## config.mk

```make
export PLATFORM = sky130hd
export DESIGN_NAME = button_debounce_encoder_direction
export DESIGN_NICKNAME = d
export VERILOG_FILES = /design/src/bde_pkg.sv /design/src/bde_front.sv /design/src/bde_queue.sv /design/src/bde_back.sv /design/src/button_debounce_encoder_direction.sv
export SDC_FILE = /design/constraint.sdc
export NUM_CORES = 1
export LEC_CHECK = 0
export ABC_CLOCK_PERIOD_IN_PS = 4250
export BUFFER_PORTS_ARGS = -buffer_cell sky130_fd_sc_hd__buf_4
export CAP_MARGIN = 20
export CELL_PAD_IN_SITES_DETAIL_PLACEMENT = 0
export CELL_PAD_IN_SITES_GLOBAL_PLACEMENT = 1
export CORE_MARGIN = 3
export CORE_UTILIZATION = 40
export DETAILED_ROUTE_END_ITERATION = 8
export HOLD_SLACK_MARGIN = 0.08
export PLACE_DENSITY_LB_ADDON = 0.1
export SYNTH_ARGS = -nofsm -noshare
export SYNTH_HDL_FRONTEND = slang
export SYNTH_SLANG_ARGS = --single-unit
```

## constraint.sdc

```tcl
create_clock -name clk -period 4.25 [get_ports clk]
set_clock_uncertainty 0.1 [all_clocks]
set_input_delay 0.6375 -clock clk [delete_from_list [all_inputs] [get_ports clk]]
set_output_delay 0.6375 -clock clk [all_outputs]
set_load 0.005 [all_outputs]
```

## src/bde_pkg.sv

```systemverilog
`timescale 1ns / 1ps
`default_nettype none
// shared types and constants for the button debounce / encoder direction block
// no dependencies

package bde_pkg;

  localparam int NUM_PINS     = 4;
  localparam int HOLD_BITS    = 10;
  localparam int AGE_BITS_DEF = 16;
  localparam int QUEUE_DEPTH  = 2;

  localparam logic [HOLD_BITS-1:0] BUTTON_HOLD_RST  = 10'd100;
  localparam logic [HOLD_BITS-1:0] ENCODER_HOLD_RST = 10'd3;

  // pin indexes
  localparam logic [1:0] PIN_START = 2'd0;
  localparam logic [1:0] PIN_STOP  = 2'd1;
  localparam logic [1:0] PIN_ENC_A = 2'd2;
  localparam logic [1:0] PIN_ENC_B = 2'd3;

  // request modes
  localparam logic MODE_TICK   = 1'b0;
  localparam logic MODE_CHANGE = 1'b1;

  // event kinds
  localparam logic [1:0] KIND_START   = 2'd0;
  localparam logic [1:0] KIND_STOP    = 2'd1;
  localparam logic [1:0] KIND_ENCODER = 2'd2;

  // register indexes
  localparam logic REG_BUTTON_HOLD  = 1'b0;
  localparam logic REG_ENCODER_HOLD = 1'b1;

  // events decided for one tick, emitted by the back end in field order
  typedef struct packed {
    logic start_v;
    logic start_lvl;
    logic stop_v;
    logic stop_lvl;
    logic enc_v;
    logic enc_dir;
  } bde_rec_t;

endpackage

`default_nettype wire

```

## src/bde_front.sv

```systemverilog
`timescale 1ns / 1ps
`default_nettype none
// front end: pin state, age counters and per-tick event classification
// depends on bde_pkg

module bde_front #(
  parameter int AGE_BITS = bde_pkg::AGE_BITS_DEF
) (
  input  wire logic                           clk,
  input  wire logic                           rst_n,
  input  wire logic                           accept,
  input  wire logic                           mode,
  input  wire logic [1:0]                     pin_index,
  input  wire logic                           level,
  input  wire logic [bde_pkg::HOLD_BITS-1:0]  button_hold,
  input  wire logic [bde_pkg::HOLD_BITS-1:0]  encoder_hold,
  output logic                                push,
  output bde_pkg::bde_rec_t                   rec
);
  import bde_pkg::*;

  logic [AGE_BITS-1:0] age_r   [NUM_PINS];
  logic [AGE_BITS-1:0] age_inc [NUM_PINS];
  logic [NUM_PINS-1:0] pend_r;
  logic [NUM_PINS-1:0] lvl_r;
  logic [AGE_BITS-1:0] bhold_x;
  logic [AGE_BITS-1:0] ehold_x;
  logic                enc_fire;
  logic                tick;

  assign bhold_x = AGE_BITS'(button_hold);
  assign ehold_x = AGE_BITS'(encoder_hold);
  assign tick    = accept && (mode == MODE_TICK);

  // saturating increment
  always_comb begin
    for (int i = 0; i < NUM_PINS; i++) begin
      age_inc[i] = (age_r[i] == '1) ? age_r[i] : age_r[i] + AGE_BITS'(1);
    end
  end

  always_comb begin
    rec.start_v   = pend_r[PIN_START] && (age_inc[PIN_START] > bhold_x);
    rec.start_lvl = lvl_r[PIN_START];
    rec.stop_v    = pend_r[PIN_STOP] && (age_inc[PIN_STOP] > bhold_x);
    rec.stop_lvl  = lvl_r[PIN_STOP];
    enc_fire      = pend_r[PIN_ENC_A] && pend_r[PIN_ENC_B] &&
                    (age_inc[PIN_ENC_A] > ehold_x) && (age_inc[PIN_ENC_B] > ehold_x);
    rec.enc_v     = enc_fire && (lvl_r[PIN_ENC_A] != lvl_r[PIN_ENC_B]);
    rec.enc_dir   = age_inc[PIN_ENC_A] < age_inc[PIN_ENC_B];
    push          = tick && (rec.start_v || rec.stop_v || rec.enc_v);
  end

  always_ff @(posedge clk) begin
    if (!rst_n) begin
      pend_r <= '0;
      lvl_r  <= '0;
      for (int i = 0; i < NUM_PINS; i++) begin
        age_r[i] <= '0;
      end
    end else if (accept) begin
      if (mode == MODE_CHANGE) begin
        lvl_r[pin_index]  <= level;
        pend_r[pin_index] <= 1'b1;
        age_r[pin_index]  <= '0;
      end else begin
        for (int i = 0; i < NUM_PINS; i++) begin
          age_r[i] <= age_inc[i];
        end
        if (rec.start_v) pend_r[PIN_START] <= 1'b0;
        if (rec.stop_v)  pend_r[PIN_STOP]  <= 1'b0;
        if (enc_fire) begin
          pend_r[PIN_ENC_A] <= 1'b0;
          pend_r[PIN_ENC_B] <= 1'b0;
        end
      end
    end
  end

endmodule

`default_nettype wire

```

## src/bde_queue.sv

```systemverilog
`timescale 1ns / 1ps
`default_nettype none
// short queue of tick event records between front and back end
// depends on bde_pkg

module bde_queue (
  input  wire logic          clk,
  input  wire logic          rst_n,
  input  wire logic          push,
  input  bde_pkg::bde_rec_t  push_rec,
  input  wire logic          pop,
  output logic               full,
  output logic               not_empty,
  output bde_pkg::bde_rec_t  head
);
  import bde_pkg::*;

  localparam int PTR_BITS = (QUEUE_DEPTH > 1) ? $clog2(QUEUE_DEPTH) : 1;
  localparam int CNT_BITS = $clog2(QUEUE_DEPTH + 1);

  bde_rec_t            mem_r [QUEUE_DEPTH];
  logic [PTR_BITS-1:0] wr_ptr_r;
  logic [PTR_BITS-1:0] rd_ptr_r;
  logic [CNT_BITS-1:0] cnt_r;
  logic                do_push;
  logic                do_pop;

  assign full      = (cnt_r == CNT_BITS'(QUEUE_DEPTH));
  assign not_empty = (cnt_r != '0);
  assign head      = mem_r[rd_ptr_r];
  assign do_push   = push && !full;
  assign do_pop    = pop && not_empty;

  function automatic logic [PTR_BITS-1:0] ptr_inc(input logic [PTR_BITS-1:0] p);
    ptr_inc = (p == PTR_BITS'(QUEUE_DEPTH - 1)) ? '0 : p + PTR_BITS'(1);
  endfunction

  always_ff @(posedge clk) begin
    if (do_push) mem_r[wr_ptr_r] <= push_rec;
  end

  always_ff @(posedge clk) begin
    if (!rst_n) begin
      wr_ptr_r <= '0;
      rd_ptr_r <= '0;
      cnt_r    <= '0;
    end else begin
      if (do_push) wr_ptr_r <= ptr_inc(wr_ptr_r);
      if (do_pop)  rd_ptr_r <= ptr_inc(rd_ptr_r);
      if (do_push && !do_pop)      cnt_r <= cnt_r + CNT_BITS'(1);
      else if (do_pop && !do_push) cnt_r <= cnt_r - CNT_BITS'(1);
    end
  end

endmodule

`default_nettype wire

```

## src/bde_back.sv

```systemverilog
`timescale 1ns / 1ps
`default_nettype none
// back end: unpacks one event record into result items with an output register
// depends on bde_pkg

module bde_back (
  input  wire logic          clk,
  input  wire logic          rst_n,
  input  wire logic          q_valid,
  input  bde_pkg::bde_rec_t  q_head,
  output logic               q_pop,
  output logic               out_valid,
  input  wire logic          out_ready,
  output logic [1:0]         out_kind,
  output logic               out_value,
  output logic               out_last
);
  import bde_pkg::*;

  bde_rec_t   rec_r, rec_nxt, rec_left;
  logic       out_valid_r, out_valid_nxt;
  logic [1:0] kind_r, kind_nxt;
  logic       value_r, value_nxt;
  logic       last_r, last_nxt;
  logic       adv;
  logic       any;

  assign adv = !out_valid_r || out_ready;
  assign any = rec_r.start_v || rec_r.stop_v || rec_r.enc_v;

  always_comb begin
    rec_left      = rec_r;
    out_valid_nxt = out_valid_r;
    kind_nxt      = kind_r;
    value_nxt     = value_r;
    last_nxt      = last_r;
    q_pop         = 1'b0;
    if (adv) begin
      out_valid_nxt = any;
      // emit in order start, stop, encoder; with nothing left the
      // encoder arm only loads don't-care data behind a low valid
      priority if (rec_r.start_v) begin
        kind_nxt         = KIND_START;
        value_nxt        = rec_r.start_lvl;
        rec_left.start_v = 1'b0;
      end else if (rec_r.stop_v) begin
        kind_nxt        = KIND_STOP;
        value_nxt       = rec_r.stop_lvl;
        rec_left.stop_v = 1'b0;
      end else begin
        kind_nxt       = KIND_ENCODER;
        value_nxt      = rec_r.enc_dir;
        rec_left.enc_v = 1'b0;
      end
      last_nxt = !(rec_left.start_v || rec_left.stop_v || rec_left.enc_v);
    end
    rec_nxt = rec_left;
    if (!(rec_left.start_v || rec_left.stop_v || rec_left.enc_v) && q_valid) begin
      rec_nxt = q_head;
      q_pop   = 1'b1;
    end
  end

  always_ff @(posedge clk) begin
    if (!rst_n) begin
      rec_r       <= '0;
      out_valid_r <= 1'b0;
    end else begin
      rec_r       <= rec_nxt;
      out_valid_r <= out_valid_nxt;
    end
  end

  always_ff @(posedge clk) begin
    kind_r  <= kind_nxt;
    value_r <= value_nxt;
    last_r  <= last_nxt;
  end

  assign out_valid = out_valid_r;
  assign out_kind  = kind_r;
  assign out_value = value_r;
  assign out_last  = last_r;

endmodule

`default_nettype wire

```

## src/button_debounce_encoder_direction.sv

```systemverilog
`timescale 1ns / 1ps
`default_nettype none
// top level of the button debounce and rotary encoder direction qualifier
// depends on bde_pkg, bde_front, bde_queue, bde_back

// Qualifies two buttons (start, stop) and two encoder lines (A, B). Each input
// request is either a millisecond tick or a level change on one pin. A change
// is absorbed and produces nothing. A tick ages all pins and may produce up
// to three result requests, in the order start, stop, encoder step, with tlast
// on the final one. The front end takes one request per cycle as long as its
// two-entry event queue has room; the back end drains one result per cycle
// through a registered output stage while the output is ready, so the
// sustained rate is bounded by the output side at one result per cycle. The
// first result of a tick passes through the event queue, the back end's record
// register and the output register. Hold times are set through the register
// port: offset 0x0 button hold (reset 100 ticks), offset 0x4 encoder hold
// (reset 3 ticks); a pin qualifies once its age exceeds the hold time.
// Registers are meant to be written while the block is idle.

module button_debounce_encoder_direction #(
  parameter int AGE_BITS = bde_pkg::AGE_BITS_DEF
) (
  input  wire logic        clk,
  input  wire logic        rst_n,
  // input stream
  input  wire logic        in_tvalid,
  output logic             in_tready,
  input  wire logic [7:0]  in_tdata,    // [0] mode, [2:1] pin_index, [3] level, [7:4] zero
  // result stream
  output logic             out_tvalid,
  input  wire logic        out_tready,
  output logic [7:0]       out_tdata,   // [0] event_value, [7:1] zero
  output logic [1:0]       out_tuser,   // [1:0] event_kind
  output logic             out_tlast,
  // register port
  input  wire logic        cfg_psel,
  input  wire logic        cfg_penable,
  input  wire logic        cfg_pwrite,
  input  wire logic [2:0]  cfg_paddr,
  input  wire logic [31:0] cfg_pwdata,
  output logic [31:0]      cfg_prdata,
  output logic             cfg_pready
);
  import bde_pkg::*;

  logic [HOLD_BITS-1:0] button_hold_r;
  logic [HOLD_BITS-1:0] encoder_hold_r;
  logic                 cfg_wr;
  logic                 in_accept;
  logic                 push;
  bde_rec_t             push_rec;
  logic                 q_full;
  logic                 q_valid;
  bde_rec_t             q_head;
  logic                 q_pop;
  logic                 out_value;

  // register port, one register per word
  assign cfg_pready = 1'b1;
  assign cfg_wr     = cfg_psel && cfg_penable && cfg_pwrite && cfg_pready;

  always_ff @(posedge clk) begin
    if (!rst_n) begin
      button_hold_r  <= BUTTON_HOLD_RST;
      encoder_hold_r <= ENCODER_HOLD_RST;
    end else if (cfg_wr) begin
      unique case (cfg_paddr[2])
        REG_BUTTON_HOLD:  button_hold_r  <= cfg_pwdata[HOLD_BITS-1:0];
        REG_ENCODER_HOLD: encoder_hold_r <= cfg_pwdata[HOLD_BITS-1:0];
        default:          ;
      endcase
    end
  end

  always_comb begin
    unique case (cfg_paddr[2])
      REG_BUTTON_HOLD:  cfg_prdata = 32'(button_hold_r);
      REG_ENCODER_HOLD: cfg_prdata = 32'(encoder_hold_r);
      default:          cfg_prdata = '0;
    endcase
  end

  // front end takes a request whenever the queue can hold a tick's events
  assign in_tready = !q_full;
  assign in_accept = in_tvalid && in_tready;

  bde_front #(
    .AGE_BITS(AGE_BITS)
  ) u_front (
    .clk          (clk),
    .rst_n        (rst_n),
    .accept       (in_accept),
    .mode         (in_tdata[0]),
    .pin_index    (in_tdata[2:1]),
    .level        (in_tdata[3]),
    .button_hold  (button_hold_r),
    .encoder_hold (encoder_hold_r),
    .push         (push),
    .rec          (push_rec)
  );

  bde_queue u_queue (
    .clk       (clk),
    .rst_n     (rst_n),
    .push      (push),
    .push_rec  (push_rec),
    .pop       (q_pop),
    .full      (q_full),
    .not_empty (q_valid),
    .head      (q_head)
  );

  bde_back u_back (
    .clk       (clk),
    .rst_n     (rst_n),
    .q_valid   (q_valid),
    .q_head    (q_head),
    .q_pop     (q_pop),
    .out_valid (out_tvalid),
    .out_ready (out_tready),
    .out_kind  (out_tuser),
    .out_value (out_value),
    .out_last  (out_tlast)
  );

  assign out_tdata = {7'd0, out_value};

  // a pin change never yields events
  a_change_no_push: assert property (@(posedge clk) disable iff (!rst_n)
    (in_accept && (in_tdata[0] == MODE_CHANGE)) |-> !push)
    else $error("pin change produced an event record");

  // events are only produced while the queue has room
  a_no_overflow: assert property (@(posedge clk) disable iff (!rst_n)
    push |-> !q_full)
    else $error("event queue overflow");

  // an encoder step is always the final result of its tick
  a_encoder_last: assert property (@(posedge clk) disable iff (!rst_n)
    (out_tvalid && (out_tuser == KIND_ENCODER)) |-> out_tlast)
    else $error("encoder step not marked last");

endmodule

`default_nettype wire
```

== Yosys cells after proc, flatten, opt, wreduce, memory -nomap -nowiden ==
Memories as Yosys holds them, arrays and structs flattened. A register that Yosys moved wholly into a read port is not among the register bits.
Index checks and enable logic that the tools add are counted.
Cells by class
  equality and inequality tests: 6
  bitwise gates (word level): 7
  order comparisons: 7
  reduce and logical (&&, ||, !) cells: 44
  $add $sub $neg: 8
  muxes and demuxes: 50
Operators with widths (count)
  $mux 16: 9
  $add 16x1->16 const B: 4
  $eq 16x16->1 const B: 4
  $gt 16x10->1: 4
  $pmux 32 s2: 1
  $mux 1: 31
  $logic_and 1x1->1: 17
  $lt 16x16->1: 1
  $reduce_or 16->1: 1
  $reduce_and 2->1: 6
  $mux 2: 5
  $reduce_bool 2->1: 5
  $logic_or 1x1->1: 9
  $logic_not 1->1: 6
  $mux 6: 1
  $bwmux 4: 1
  $mux 4: 1
  $or 1x1->1: 4
  $or 4x4->4: 1
  $lt 2x3->1 const B: 1
  $add 1x1->1 const B: 2
  $add 2x1->2 const B: 1
  $demux 1 s2: 1
  $eq 2x2->1 const B: 1
  other kinds (4): 5
Word-level totals
  logic and storage cells: 143
  output and inout port bits: 46
  memories kept: 2
  bits in registers: 43
  memory bits (writable): 76
Memories
  u_front.age_r: words 4, bits a word 16, read ports 4, clocked after memory_dff 0, wr ports 4, line bde_front.sv:22  | logic [AGE_BITS-1:0] age_r [NUM_PINS];
  u_queue.mem_r: words 2, bits a word 6, read ports 1, clocked after memory_dff 1, wr ports 1, line bde_queue.sv:21  | bde_rec_t mem_r [QUEUE_DEPTH];

== Logic depth before layout (Yosys ltp) ==
Gate-level depths: netlist (run 1).
An unclocked memory read counts as a cell.
  word-level depth: 14
  gate-level depth with buffers: 20
  mapped depth without buffers: 19

== Modules after synthesis ==
Synthesis (run 1) repeated with hierarchy kept, for this count alone.
Second synthesis, totals
  cell total of the unflattened synthesis: 967
  area, all modules: 8034.0 sq um
Modules (own cells, without submodules)
  bde_front: area an instance 5665.4 sq um, times used 1, cells each 745, seq. area each 1441.4 sq um
  button_debounce_encoder_direction: area an instance 1194.9 sq um, times used 1, cells each 130, seq. area each 400.4 sq um
  bde_queue: area an instance 668.1 sq um, times used 1, cells each 44, seq. area each 460.4 sq um
  bde_back: area an instance 505.5 sq um, times used 1, cells each 48, seq. area each 260.2 sq um

== Least setup slack after synthesis (run 1) ==
No wires, ideal clock.
  kind: register to register
  from: mem u_front.age_r[2][0] (netlist name)
  to: reg u_queue.cnt_r[1]
  cell stages (with the launch flop): 18
  buffers on the path: 1
  library setup time: 0.071 ns
  data arrival time: 4.346 ns
  slack: -0.266 ns
  required time: 4.079 ns
  clock period less this slack: 4.516 ns
  path through: dfxtp_1 ha_1 nand3_1 nor4_1 or2_2 clkbuf_1 nor2_1 xor2_1 ha_1 a21oi_1 a21oi_1 or4b_1 o311ai_2 a211oi_2 o31a_4 ha_1 or3_1 a21oi_1
RTL lines
  start: declaration: line bde_front.sv:22
  end signal: assignment: line bde_queue.sv:50  | if (do_push && !do_pop) cnt_r <= cnt_r + CNT_BITS'(1);
  end signal: assignment: line bde_queue.sv:51  | else if (do_pop && !do_push) cnt_r <= cnt_r - CNT_BITS'(1);
  end: declaration: line bde_queue.sv:24  | logic [CNT_BITS-1:0] cnt_r;

==> run summary, run 1 <==
The period utilization was 0.951. The final layout contains 1182 nets. The minimum clock period was 4.04 ns; the largest net degree at the start of global routing was 34. Worst supply voltage drop on vdd: 0.265 mV. The share of flip-flops with an asynchronous set or reset after synthesis is 0. Ranked by total cell area, the synthesized netlist is headed by sky130_fd_sc_hd__dfxtp_1 27%, sky130_fd_sc_hd__ha_1 9.6%, sky130_fd_sc_hd__edfxtp_1 6.2%. The tools report the headroom to the max-slew limit as 0.304.

The die outline area is 21200 um2, and the number of inserted filler cells in the final layout is 1906. Of all nets on the critical path, the largest fanout is 4. The critical path buffer and inverter count is 1. For the number of vias in the routed layout, the log shows 6602. The run gives 0.328 as the register area share after synthesis. Input and output buffers added on the ports amount to 37. The number of antenna diodes in the final layout is 0. Max-cap violations in this run came to 0. The die is 146 um wide. Number of sinks on the clock net: 120. The count of endpoints failing hold in the final timing report is 0. Setup repair after global routing left no endpoint under its margin.

After synthesis the netlist holds a flip-flop and latch count of 120. A synthesized cell averages 8.15 um2. The run gives 0 as the global route total overflow. The clock passes through at most 2 buffers. STA puts the critical path data required time at 4.49 ns. The run gives 0.0315 as the met3 usage in global routing.

The synthesized netlist occupies a cell area of 7810 um2. Clock transition at the registers of the reported paths: 0.07 ns. TritonCTS built the clock tree. For the worst setup slack after placement, the log shows -0.0660 ns.

The share of layout cells above drive strength 1 was 0.213. Setup violations remaining at the end of the flow were counted as 0. Slowest stage cell on the critical path: sky130_fd_sc_hd__nor4_4.

For the total iterations of the first detailed-routing run, the log shows 4. The count of final max-slew check failures was 0. The run gives 958 as the synthesized instance count. The logs give 259 for the DRC marker count from the first detailed-route iteration and 4 for the number of H-tree levels. Buffer cell driving the clock tree root: sky130_fd_sc_hd__clkbuf_16.

The critical path in this run is classified as reg2reg. The per-cell routed wire length is 14.9 um. The min-delay analysis places its worst path in the category reg2reg. The overall track demand over capacity in global routing was 0.190. The run gives 50 as the number of core rows.

STA classifies the critical path startpoint as a flip-flop. The netlist uses 73 different library cells. Detailed placement finished with a half-perimeter wire length of 15.1 mm.

In this run the vertical extent of the chip is 146 um. The initial antenna violation count is 0, and the count of flip-flops with a built-in enable after synthesis is 16. The delay of the slowest cell on the worst path came out at 0.40 ns.

The area growth from synthesis to layout is 22.7%. Clock latency at the later pin of the worst-skew pair: 0.42 ns. Traced cell by cell, the critical path runs through nand4_1 -> nor4_4 -> or2_2 -> nor3_2 -> xnor2_1 -> buf_4 -> ha_1 -> a211o_1 -> a2111oi_2 -> o311a_1 -> a211oi_2 -> o31a_4 -> ha_4 -> xor2_1 -> or3_1 -> a21oi_1. Leaving out fill and tap cells, the most frequent cell in the layout is sky130_fd_sc_hd__buf_4.

At the pin with the least slew margin, the transition time is 1.04 ns. sky130_fd_sc_hd__dfxtp_1 takes more of the synthesized area than any other cell. The area share of the largest cell type after synthesis came out at 0.267. The static leakage is 4.03 nW, and the effective utilization at floorplan is 0.412. After detailed routing, the number of remaining DRC violations is 0.

Derived from the worst setup path, the maximum achievable clock frequency is 0.247 GHz. Routing usage on met1: 0.261. The most congested layer reported by global routing was met2. The kind of cell with the highest combined delay on the critical path was compound AO/OA/AOI/OAI gates.

The tools report the last weighted congestion value of the routability-driven placer as 0.795. The run gives 0.505 as the final design utilization. The nature of the critical path endpoint is a flip-flop.

The number of global-route vias before repair was 6313. The power per standard cell area works out to 338 nW/um2. During I/O placement, the number of pins put on the boundary was 96. The total routed wirelength is 20.0 mm, and the data arrival at the endpoint of the critical path is 4.28 ns. For this run, the number of Yosys warnings is 0. In the layout the commonest cells are 143 x sky130_fd_sc_hd__buf_4, 113 x sky130_fd_sc_hd__nor2_1, 107 x sky130_fd_sc_hd__nand2_1. The run gives 0.313 as the global routing usage on met2.

The area taken by multi-input logic gates is 4870 um2. The dominant register cell in the synthesized netlist was sky130_fd_sc_hd__dfxtp_1. Using the TritonRoute via totals, the vias-per-cell ratio works out to 4.91. For the wire length of the first global-routing pass, the log shows 32.6 mm. In the post-route analysis, the smallest setup slack over all paths is 0.208 ns. The run finished with clean final reports. The total CTS buffers was 17. Summing all flip-flop and latch instances after layout gives 2570 um2. The logs give 19000 um2 for the standard cell core area and 0 for the post-detailed-route count of antenna-violating nets.
[per-layer routing]
| layer | vias to the layer above | wire length, um |
|---|---|---|
| li1 | 3490 | - |
| met1 | 3045 | 9940 |
| met2 | 56 | 9450 |
| met3 | 11 | 469 |
| met4 | 0 | 168 |
| met5 | - | 0 |
[kinds of logic after synthesis]
logic type | synth area share
other | 0.000962
xor gates and xnor gates | 0.0864
adders and majority gates | 0.0962
muxes | 0.0341
buffers and inverters | 0.0785
AOI/OAI and AO/OA | 0.130
and+or+nand+nor | 0.245
DFF | 0.328
[flip-flops by register name, summed over array words and instances, names as in the netlist, 3 cells and up, named ones only]
| register | count |
|---|---|
| u_front.age_r | 64 |
| u_queue.mem_r | 12 |
| button_hold_r | 10 |
| encoder_hold_r | 10 |
| u_front.lvl_r | 4 |
| u_front.pend_r | 4 |
| u_back.rec_left | 3 |
| u_back.rec_r | 3 |
[what timing repair did]
| item | in CTS | in global routing |
|---|---|---|
| hold buffers | 0 | 0 |
| setup endpoints to repair | 1 | 14 |
| gates resized for setup | 7 | 27 |
| pin swaps | 8 | 14 |
| setup buffers | 4 | 2 |
| gates cloned | 0 | 0 |
| endpoints found under the hold margin | 0 | 0 |
[final cells by class]
class | count | share of cell area
clock buffers | 17 | 0.0444
clock inverters | 15 | 0.0159
inverters | 42 | 0.0165
multi-input cells | 748 | 0.509
flip-flops and latches | 120 | 0.268
well taps | 260 | 0.0340
repair buffers | 143 | 0.112
[final timing paths]
check                        from                  end  slack, ns  cells after the start
max          u_front.age_r[3][10]     u_queue.cnt_r[1]       0.21                     16
min              u_front.lvl_r[1]  u_queue.mem_r[1][2]       0.36                      0
max reg2reg  u_front.age_r[3][10]     u_queue.cnt_r[1]       0.21                     16
min reg2reg      u_front.lvl_r[1]  u_queue.mem_r[1][2]       0.36                      0
[power by group]
part / internal, mW / switching (mW)
combinational: 0.233 / 0.289
clock: 0.825 / 0.611
sequential: 1.22 / 0.0543
[synth_stat cells, types with 5 or more instances]
master,number
sky130_fd_sc_hd__xor2_1,38
sky130_fd_sc_hd__and2_1,7
sky130_fd_sc_hd__o21ai_0,40
sky130_fd_sc_hd__o21a_1,7
sky130_fd_sc_hd__buf_4,32
sky130_fd_sc_hd__xnor2_1,39
sky130_fd_sc_hd__a21o_1,7
sky130_fd_sc_hd__nand4_1,30
sky130_fd_sc_hd__nand3b_1,5
sky130_fd_sc_hd__inv_1,42
sky130_fd_sc_hd__mux2i_1,21
sky130_fd_sc_hd__nor2_1,115
sky130_fd_sc_hd__or2_2,7
sky130_fd_sc_hd__nand2b_1,10
sky130_fd_sc_hd__o211ai_1,8
sky130_fd_sc_hd__clkbuf_1,29
sky130_fd_sc_hd__and3_1,9
sky130_fd_sc_hd__or3_1,8
sky130_fd_sc_hd__a31oi_1,5
sky130_fd_sc_hd__nand3_1,37
sky130_fd_sc_hd__edfxtp_1,16
sky130_fd_sc_hd__nor2b_1,9
sky130_fd_sc_hd__a211oi_1,5
sky130_fd_sc_hd__nor4_1,5
sky130_fd_sc_hd__mux2_2,5
sky130_fd_sc_hd__nand2_1,108
sky130_fd_sc_hd__ha_1,60
sky130_fd_sc_hd__buf_2,5
sky130_fd_sc_hd__nor3_1,21
sky130_fd_sc_hd__a21oi_1,64
sky130_fd_sc_hd__dfxtp_1,104
[stage by stage]
step | cells | power [mW] | hold slack [ns] | TNS [ns] | instance area (um2)
6_report | 1345 | 3.24 | 0.361 | 0 | 9580
5_1_grt | 1345 | 3.41 | 0.355 | 0 | 9580
4_1_cts | 1343 | 3.27 | 0.349 | 0 | 9470
3_5_place_dp | 1307 | 1.82 | 0.345 | -0.0660 | 8840
3_3_place_gp | 1307 | 1.81 | 0.338 | -0.0159 | 8840
2_1_floorplan | 986 | 1.66 | 0.325 | 0 | 7940
(Power assumes the default switching activity.)
==> run 2: changes to the inputs <==
--- a/config.mk
+++ b/config.mk
@@ -10,7 +10,7 @@
 export CAP_MARGIN = 20
 export CELL_PAD_IN_SITES_DETAIL_PLACEMENT = 0
 export CELL_PAD_IN_SITES_GLOBAL_PLACEMENT = 1
-export CORE_MARGIN = 3
+export CORE_MARGIN = 2
 export CORE_UTILIZATION = 40
 export DETAILED_ROUTE_END_ITERATION = 8
 export HOLD_SLACK_MARGIN = 0.08
==> run 2 against run 1 <==
Sequential power is essentially flat. Highest routed layer unchanged. Worst hold slack lost 0.010 ns. Critical path type unchanged. Via count grew 1.6%. Sequential share of layout area shrank 0.61 points. Sequential cell count is the same. Final cell count grew 1.4%. Routed wire length grew 0.68%.
==> run summary, run 2 (synthesis gave the netlist of run 1 again) <==
0 antenna diodes ended up in the layout. The buffer cell driving the clock tree root is sky130_fd_sc_hd__clkbuf_16. For hold timing, the worst endpoint is button_hold_r[2].

For the post-detailed-route count of antenna-violating nets, the log shows 0. Traced cell by cell, the critical path runs through ha_2 -> nand3_2 -> nor4_4 -> or2_2 -> nor2_1 -> xor2_2 -> ha_1 -> a21oi_1 -> a21oi_1 -> or4b_1 -> o311ai_4 -> a211oi_2 -> o31a_4 -> ha_4 -> xor2_1 -> or3_1 -> a21oi_1. The standard cell core area is 19300 um2, and the power per standard cell area is 334 nW/um2.

The largest net degree at the start of global routing is 39, and the final cell count without fillers is 1364. Y dimension of the die: 144 um. Counting stages on the worst path, the most repeated cell is sky130_fd_sc_hd__a21oi_1. The run gives 0 ns as the final setup TNS. The layout overhead on the synthesized area was 25.7%; the worst hold path depth was 3.

The count of buffers inserted at the top-level ports is 37, and the via density per instance is 4.92. The count of final max-slew check failures was 0; the initial antenna violation count was 0. Across the VDD grid, the largest voltage drop is 0.261 mV. The run gives 6334 as the number of global-route vias before repair. The largest registers in the layout are u_front.age_r (64), u_queue.mem_r (12). The tools report the worst hold path startpoint as cfg_pwdata[2].

Data on the critical path arrives at its endpoint at 4.33 ns. Once placement completed, the tool counted placed cells totaling 1322. The worst path needs 4.08 ns of the cycle, external delays included.

The last weighted congestion value of the routability-driven placer came out at 0.884. In this design, the largest share of critical-path delay is due to simple AND/OR/NAND/NOR gates. Period utilization: 0.961.

In this run the number of H-tree levels came out at 4. The initialized floorplan defines 51 standard-cell rows. The tools report the headroom to the max-slew limit as 0.320.

Fill cells in the final layout number 1928. The number of vias in the routed layout is 6705, and the clock transition at the registers of the reported paths is 0.06 ns. In the layout the commonest cells are 156 x sky130_fd_sc_hd__buf_4, 114 x sky130_fd_sc_hd__nor2_1, 108 x sky130_fd_sc_hd__nand2_1. The run finished with clean final reports.

Among all stages on the critical path, the largest delay is contributed by sky130_fd_sc_hd__or4b_1. For the count of hold buffers inserted by post-cts repair, the log shows 0. The final layout net count was 1196. On the worst path, the slowest cell contributes a delay of 0.54 ns. At the worst endpoint, the required time is 4.49 ns.

The per-cell routed wire length was 14.8 um. Leaving out fill and tap cells, the most frequent cell in the layout is sky130_fd_sc_hd__buf_4. Measured along the x axis, the die boundary spans 144 um. The worst setup path is captured at a flip-flop.

The effective utilization at floorplan was 0.404; the clock latency at the later pin of the worst-skew pair was 0.43 ns. The critical path startpoint category is a flip-flop. The setup-violating endpoint count in the final report is 0. The logic depth of the worst register-to-register path is 17, and the total routed wirelength is 20.2 mm. The number of flip-flops under the largest register name came out at 64. In this run the static leakage power is 4.13 nW. TritonCTS built the clock tree.

The critical path contains buffers and inverters numbering 0 combined. Setup repair after global routing left no endpoint under its margin. The die outline area is 20600 um2, and the I/O pin total is 96.

The logs give 0 for the count of endpoints failing hold in the final timing report and 0.245 GHz for the maximum clock frequency. The first detailed-routing pass took 5 iterations. The number of sinks on the clock net was 120; the number of buffers between clock root and the deepest sink was 2. Of all nets on the critical path, the largest fanout is 2. Capture instance of the worst register-to-register path: u_queue.cnt_r[1]. The worst register-to-register path begins at u_front.age_r[2][0]. The logs give 0 for the global route total overflow and 0 for the number of maximum-capacitance violations. The overall track demand over capacity in global routing was 0.203; the wire length of the first global-routing pass was 32.7 mm. The logs give 17 for the total CTS buffers and 0 for the remaining routing DRC violations.

The critical path crosses 17 cells after its start point. Summed over all nets, the half-perimeter wirelength after detailed placement is 14.9 mm. The register with the most flip-flops was u_front.age_r. For the register-to-register path setup slack, the log shows 0.17 ns. Share of layout cells above drive strength 1: 0.230. Slew at the pin with the worst max-slew slack: 1.02 ns. The startpoint-to-endpoint class of the critical path was reg2reg. In this run, the number of DRC markers left after iteration 0 of detailed routing was 325. The tightest min-delay check is of the in2reg type.
[run 2: changes by cell type in the layout (fill, tap and decap cells not counted), sizes merged]
cell | before | now
clkinvlp | 2 | 3
buf | 143 | 157
inv | 51 | 52
clkinv | 3 | 1
[run 2: per-stage QoR]
stage | hold WS, ns | util | power [mW] | area [um2] | setup slack, ns
2_1_floorplan | 0.325 | - | 1.66 | 7940 | 0.0163
3_3_place_gp | 0.337 | 0.461 | 1.82 | 8920 | -0.0328
3_5_place_dp | 0.342 | 0.461 | 1.82 | 8920 | -0.0882
4_1_cts | 0.334 | 0.495 | 3.28 | 9570 | 0.000699
5_1_grt | 0.348 | 0.507 | 3.44 | 9810 | 0.00166
6_report | 0.351 | 0.507 | 3.28 | 9810 | 0.168
[run 2: metal layers]
metal | wire length [um] | global-route usage | share of wire
met5 | 0 | 0 | 0
met4 | 187 | 0.0511 | 0.0093
met3 | 550 | 0.0350 | 0.027
met2 | 9460 | 0.337 | 0.47
met1 | 9970 | 0.276 | 0.49
[run 2: worst min-delay path: cells and delay by family]
family / cells / cell delay (ns)
buffers and inverters: 1 / 0.09
AO/OA/AOI/OAI: 1 / 0.07
AND/OR/NAND/NOR: 1 / 0.04
[run 2: how the worst max path moves through the flow]
stage / from / to / slack [ns]
floorplan: u_front.age_r[0][0] / u_queue.cnt_r[1] / 0.02
global placement: u_front.age_r[2][0] / u_queue.cnt_r[1] / -0.03
detailed placement: u_front.age_r[3][0] / u_queue.cnt_r[1] / -0.09
CTS: u_front.age_r[0][0] / u_queue.cnt_r[1] / 0.0007
global route: u_front.age_r[0][1] / u_queue.cnt_r[1] / 0.002
finish: u_front.age_r[2][0] / u_queue.cnt_r[1] / 0.17
[run 2: repair_timing]
action / in CTS / in global routing
pin swaps: 3 / 27
buffers inserted: 4 / 6
hold endpoints to repair: 0 / 0
resized for setup: 8 / 43
setup endpoints to repair: 2 / 14
cloned: 0 / 0
[run 2: cell type report]
type	count	area, um2	share of cell area
clock buffers	17	425	0.0434
clock inverters	15	154	0.0157
inverters	42	158	0.0161
multi-input cells	748	4980	0.508
flip-flops and latches	120	2570	0.262
well taps	265	332	0.0338
repair buffers	157	1190	0.121
[run 2: power by group]
part	leakage (nW)	switching, mW	internal [mW]
Sequential	0.997	0.0580	1.23
Combinational	2.85	0.300	0.257
Clock	0.277	0.610	0.827
==> run 3: changes to the inputs <==
--- a/config.mk
+++ b/config.mk
@@ -5,13 +5,12 @@
 export SDC_FILE = /design/constraint.sdc
 export NUM_CORES = 1
 export LEC_CHECK = 0
-export ABC_CLOCK_PERIOD_IN_PS = 4250
+export ABC_CLOCK_PERIOD_IN_PS = 4500
 export BUFFER_PORTS_ARGS = -buffer_cell sky130_fd_sc_hd__buf_4
-export CAP_MARGIN = 20
 export CELL_PAD_IN_SITES_DETAIL_PLACEMENT = 0
 export CELL_PAD_IN_SITES_GLOBAL_PLACEMENT = 1
 export CORE_MARGIN = 2
-export CORE_UTILIZATION = 40
+export CORE_UTILIZATION = 44
 export DETAILED_ROUTE_END_ITERATION = 8
 export HOLD_SLACK_MARGIN = 0.08
 export PLACE_DENSITY_LB_ADDON = 0.1
==> constraint.sdc (replaced) <==
create_clock -name clk -period 4.5 [get_ports clk]
set_clock_uncertainty 0.1 [all_clocks]
set_input_delay 0.675 -clock clk [delete_from_list [all_inputs] [get_ports clk]]
set_output_delay 0.675 -clock clk [all_outputs]
set_load 0.005 [all_outputs]
==> run 3 against run 2 <==
Combinational power down 15%. Non-clock buffer count shrank 51. Critical path depth grew 1. Total power is 4.4% lower. First-iteration DRC count shrank 24%. Largest cell class unchanged. Largest power group unchanged.
==> run summary, run 3 (synthesis gave the netlist of run 1 again) <==
The tools report the final setup TNS as 0 ns. For the data arrival at the endpoint of the critical path, the log shows 4.54 ns. TritonCTS built the clock tree. After detailed routing, the average wire length per cell comes to 15.1 um. Clock-pin slew was measured on the worst setup and hold paths at 0.06 ns. The top cell types in the final layout, fill and taps aside, are 113 x sky130_fd_sc_hd__nor2_1, 108 x sky130_fd_sc_hd__nand2_1, 106 x sky130_fd_sc_hd__buf_4. At the placement stage, the worst setup path has a slack of 0.128 ns.

The minimum clock period is 4.28 ns. In the final design database the tool counted 1145 nets. The critical path buffer and inverter count is 1, and the slew at the pin with the worst max-slew slack is 0.936 ns.

For this design the top-level I/O count stands at 96. The detailed router finished its first iteration with 247 violations. Leaving out fill and tap cells, the most frequent cell in the layout is sky130_fd_sc_hd__nor2_1. By startpoint and endpoint, the worst setup path is classified as reg2reg.

Walking the worst path, the cells encountered are ha_2 -> and4_4 -> nand4_1 -> or2_2 -> buf_4 -> nand4_1 -> nor2_1 -> xor2_1 -> ha_1 -> nand4_1 -> o32a_1 -> o21ai_1 -> nand4_1 -> o21a_1 -> o31a_4 -> ha_1 -> or3_1 -> a21oi_2. After detailed routing, the number of remaining DRC violations is 0. Setup slack closes at 0.217 ns.

Share of layout cells above drive strength 1: 0.170. Hold is met by 0.356 ns. The last weighted congestion value of the routability-driven placer is 0.809, and the setup-violating endpoint count in the final report is 0. The register with the most flip-flops is u_front.age_r.

Buffers placed on the I/O ports in this run total 37. The repair_antennas step left the layout with diodes totalling 0. STA classifies the critical path startpoint as a flip-flop. In this run the worst hold path is classified as reg2reg. The die is 137 um wide. For the number of maximum-capacitance violations, the log shows 0. On the worst path, the slowest cell contributes a delay of 0.39 ns.

The data required time of the critical path came out at 4.75 ns. The run finished with clean final reports. The effective utilization at floorplan was 0.451; the number of core rows was 48. The final design utilization was 0.533; the period utilization was 0.952.

In this run the clock root is driven by a sky130_fd_sc_hd__clkbuf_16. For this run, the top clock speed supported by timing is 0.233 GHz. Count of endpoints failing hold in the final timing report: 0.

Counting every sink on the clock net gives 120. The kind of cell with the highest combined delay on the critical path was simple AND/OR/NAND/NOR gates. The number of global-route vias before repair is 6264, and the count of final max-slew check failures is 0.

The register-to-register path setup slack is 0.22 ns, and the worst supply voltage drop on vdd is 0.259 mV. The routed layout has 6525 vias. The die is 137 um tall.

The tools report the global route total overflow as 0. For this design the ratio of total power to cell area is 340 nW/um2. The standard cell area after detailed placement is 8520 um2. The maximum fanout along the worst path works out to 6. The first TritonRoute pass finished after 4 iterations. The HPWL after detailed placement was 14.1 mm. The longest clock path from root to sink contains 2 buffers. STA classifies the critical path endpoint as a flip-flop. Setup repair after global routing left no endpoint under its margin. The logs give 0 for the initial antenna violation count and 38 for the largest net degree at the start of global routing. In this run the static leakage power is 3.82 nW. The tools report the post-detailed-route count of antenna-violating nets as 0.

The slowest stage cell on the critical path is sky130_fd_sc_hd__or3_1. The core region is 17300 um2. Layout overhead on the synthesized area: 18.1%.

The cell that appears most often on the critical path is sky130_fd_sc_hd__nand4_1. After detailed routing, the total wire length is 19.2 mm. The clock reaches the later pin of the worst-skew pair after 0.43 ns. The largest registers in the layout are u_front.age_r (64), u_queue.mem_r (12). The first global-routing pass estimated 31.3 mm of wire.

The via density per instance works out to 5.13. The die covers 18800 um2. The headroom to the max-slew limit is 0.375. The number of clock buffers added by TritonCTS is 17.

The number of H-tree levels was 4. The number of flip-flops under the largest register name works out to 64. Once layout is done, the placed cells without fillers occupy 9220 um2.

The tools report the overall track demand over capacity in global routing as 0.216.
==> run 3: layout make-up <==
type / count / area [um2]
tap: 225 / 282
clock buffer: 17 / 425
sequential: 120 / 2560
inverter: 42 / 158
clock inverter: 15 / 190
fill: 1723 / 8080
timing repair buffer: 106 / 796
multi-input combinational: 748 / 4800
==> run 3: routing by layer <==
| layer | up-vias | wire length [um] | GRT usage |
|---|---|---|---|
| met5 | - | 0 | 0 |
| met4 | 0 | 298 | 0.0653 |
| met3 | 19 | 492 | 0.0394 |
| met2 | 72 | 9150 | 0.357 |
| met1 | 3019 | 9270 | 0.287 |
| li1 | 3415 | - | - |
==> run 3: metrics by stage <==
stage | instances | power (mW)
finish | 1273 | 3.13
global placement | 1237 | 1.71
floorplan | 986 | 1.56
global route | 1273 | 3.28
detailed placement | 1237 | 1.71
CTS | 1269 | 3.16
==> run 3: worst paths after layout <==
| path | startpoint | end | depth (start not counted) |
|---|---|---|---|
| worst max-delay path | u_front.age_r[0][1] | u_queue.cnt_r[1] | 18 |
| worst min-delay path | button_hold_r[9] | button_hold_r[9] | 2 |
| worst max register to register | u_front.age_r[0][1] | u_queue.cnt_r[1] | 18 |
| worst min register to register | button_hold_r[9] | button_hold_r[9] | 2 |
==> run 3: worst reg2reg max path, stage by stage, from the launching register on <==
cell	delay (ns)
sky130_fd_sc_hd__dfxtp_1	0.33
sky130_fd_sc_hd__ha_2	0.18
sky130_fd_sc_hd__and4_4	0.25
sky130_fd_sc_hd__nand4_1	0.12
sky130_fd_sc_hd__or2_2	0.33
sky130_fd_sc_hd__buf_4	0.17
sky130_fd_sc_hd__nand4_1	0.14
sky130_fd_sc_hd__nor2_1	0.08
sky130_fd_sc_hd__xor2_1	0.14
sky130_fd_sc_hd__ha_1	0.29
sky130_fd_sc_hd__nand4_1	0.11
sky130_fd_sc_hd__o32a_1	0.36
sky130_fd_sc_hd__o21ai_1	0.09
sky130_fd_sc_hd__nand4_1	0.12
sky130_fd_sc_hd__o21a_1	0.27
sky130_fd_sc_hd__o31a_4	0.31
sky130_fd_sc_hd__ha_1	0.29
sky130_fd_sc_hd__or3_1	0.39
sky130_fd_sc_hd__a21oi_2	0.13
==> run 3: timing repair <==
item                       4_1_cts  5_1_grt
setup endpoints to repair        0        2
gates resized for setup          0       17
buffers inserted                 0        4
hold endpoints to repair         0        0
hold buffers                     0        0
==> run 3: power by group <==
part	internal [mW]	switching, mW
clock	0.882	0.564
sequential	1.16	0.0553
combinational	0.211	0.265
total	2.25	0.884
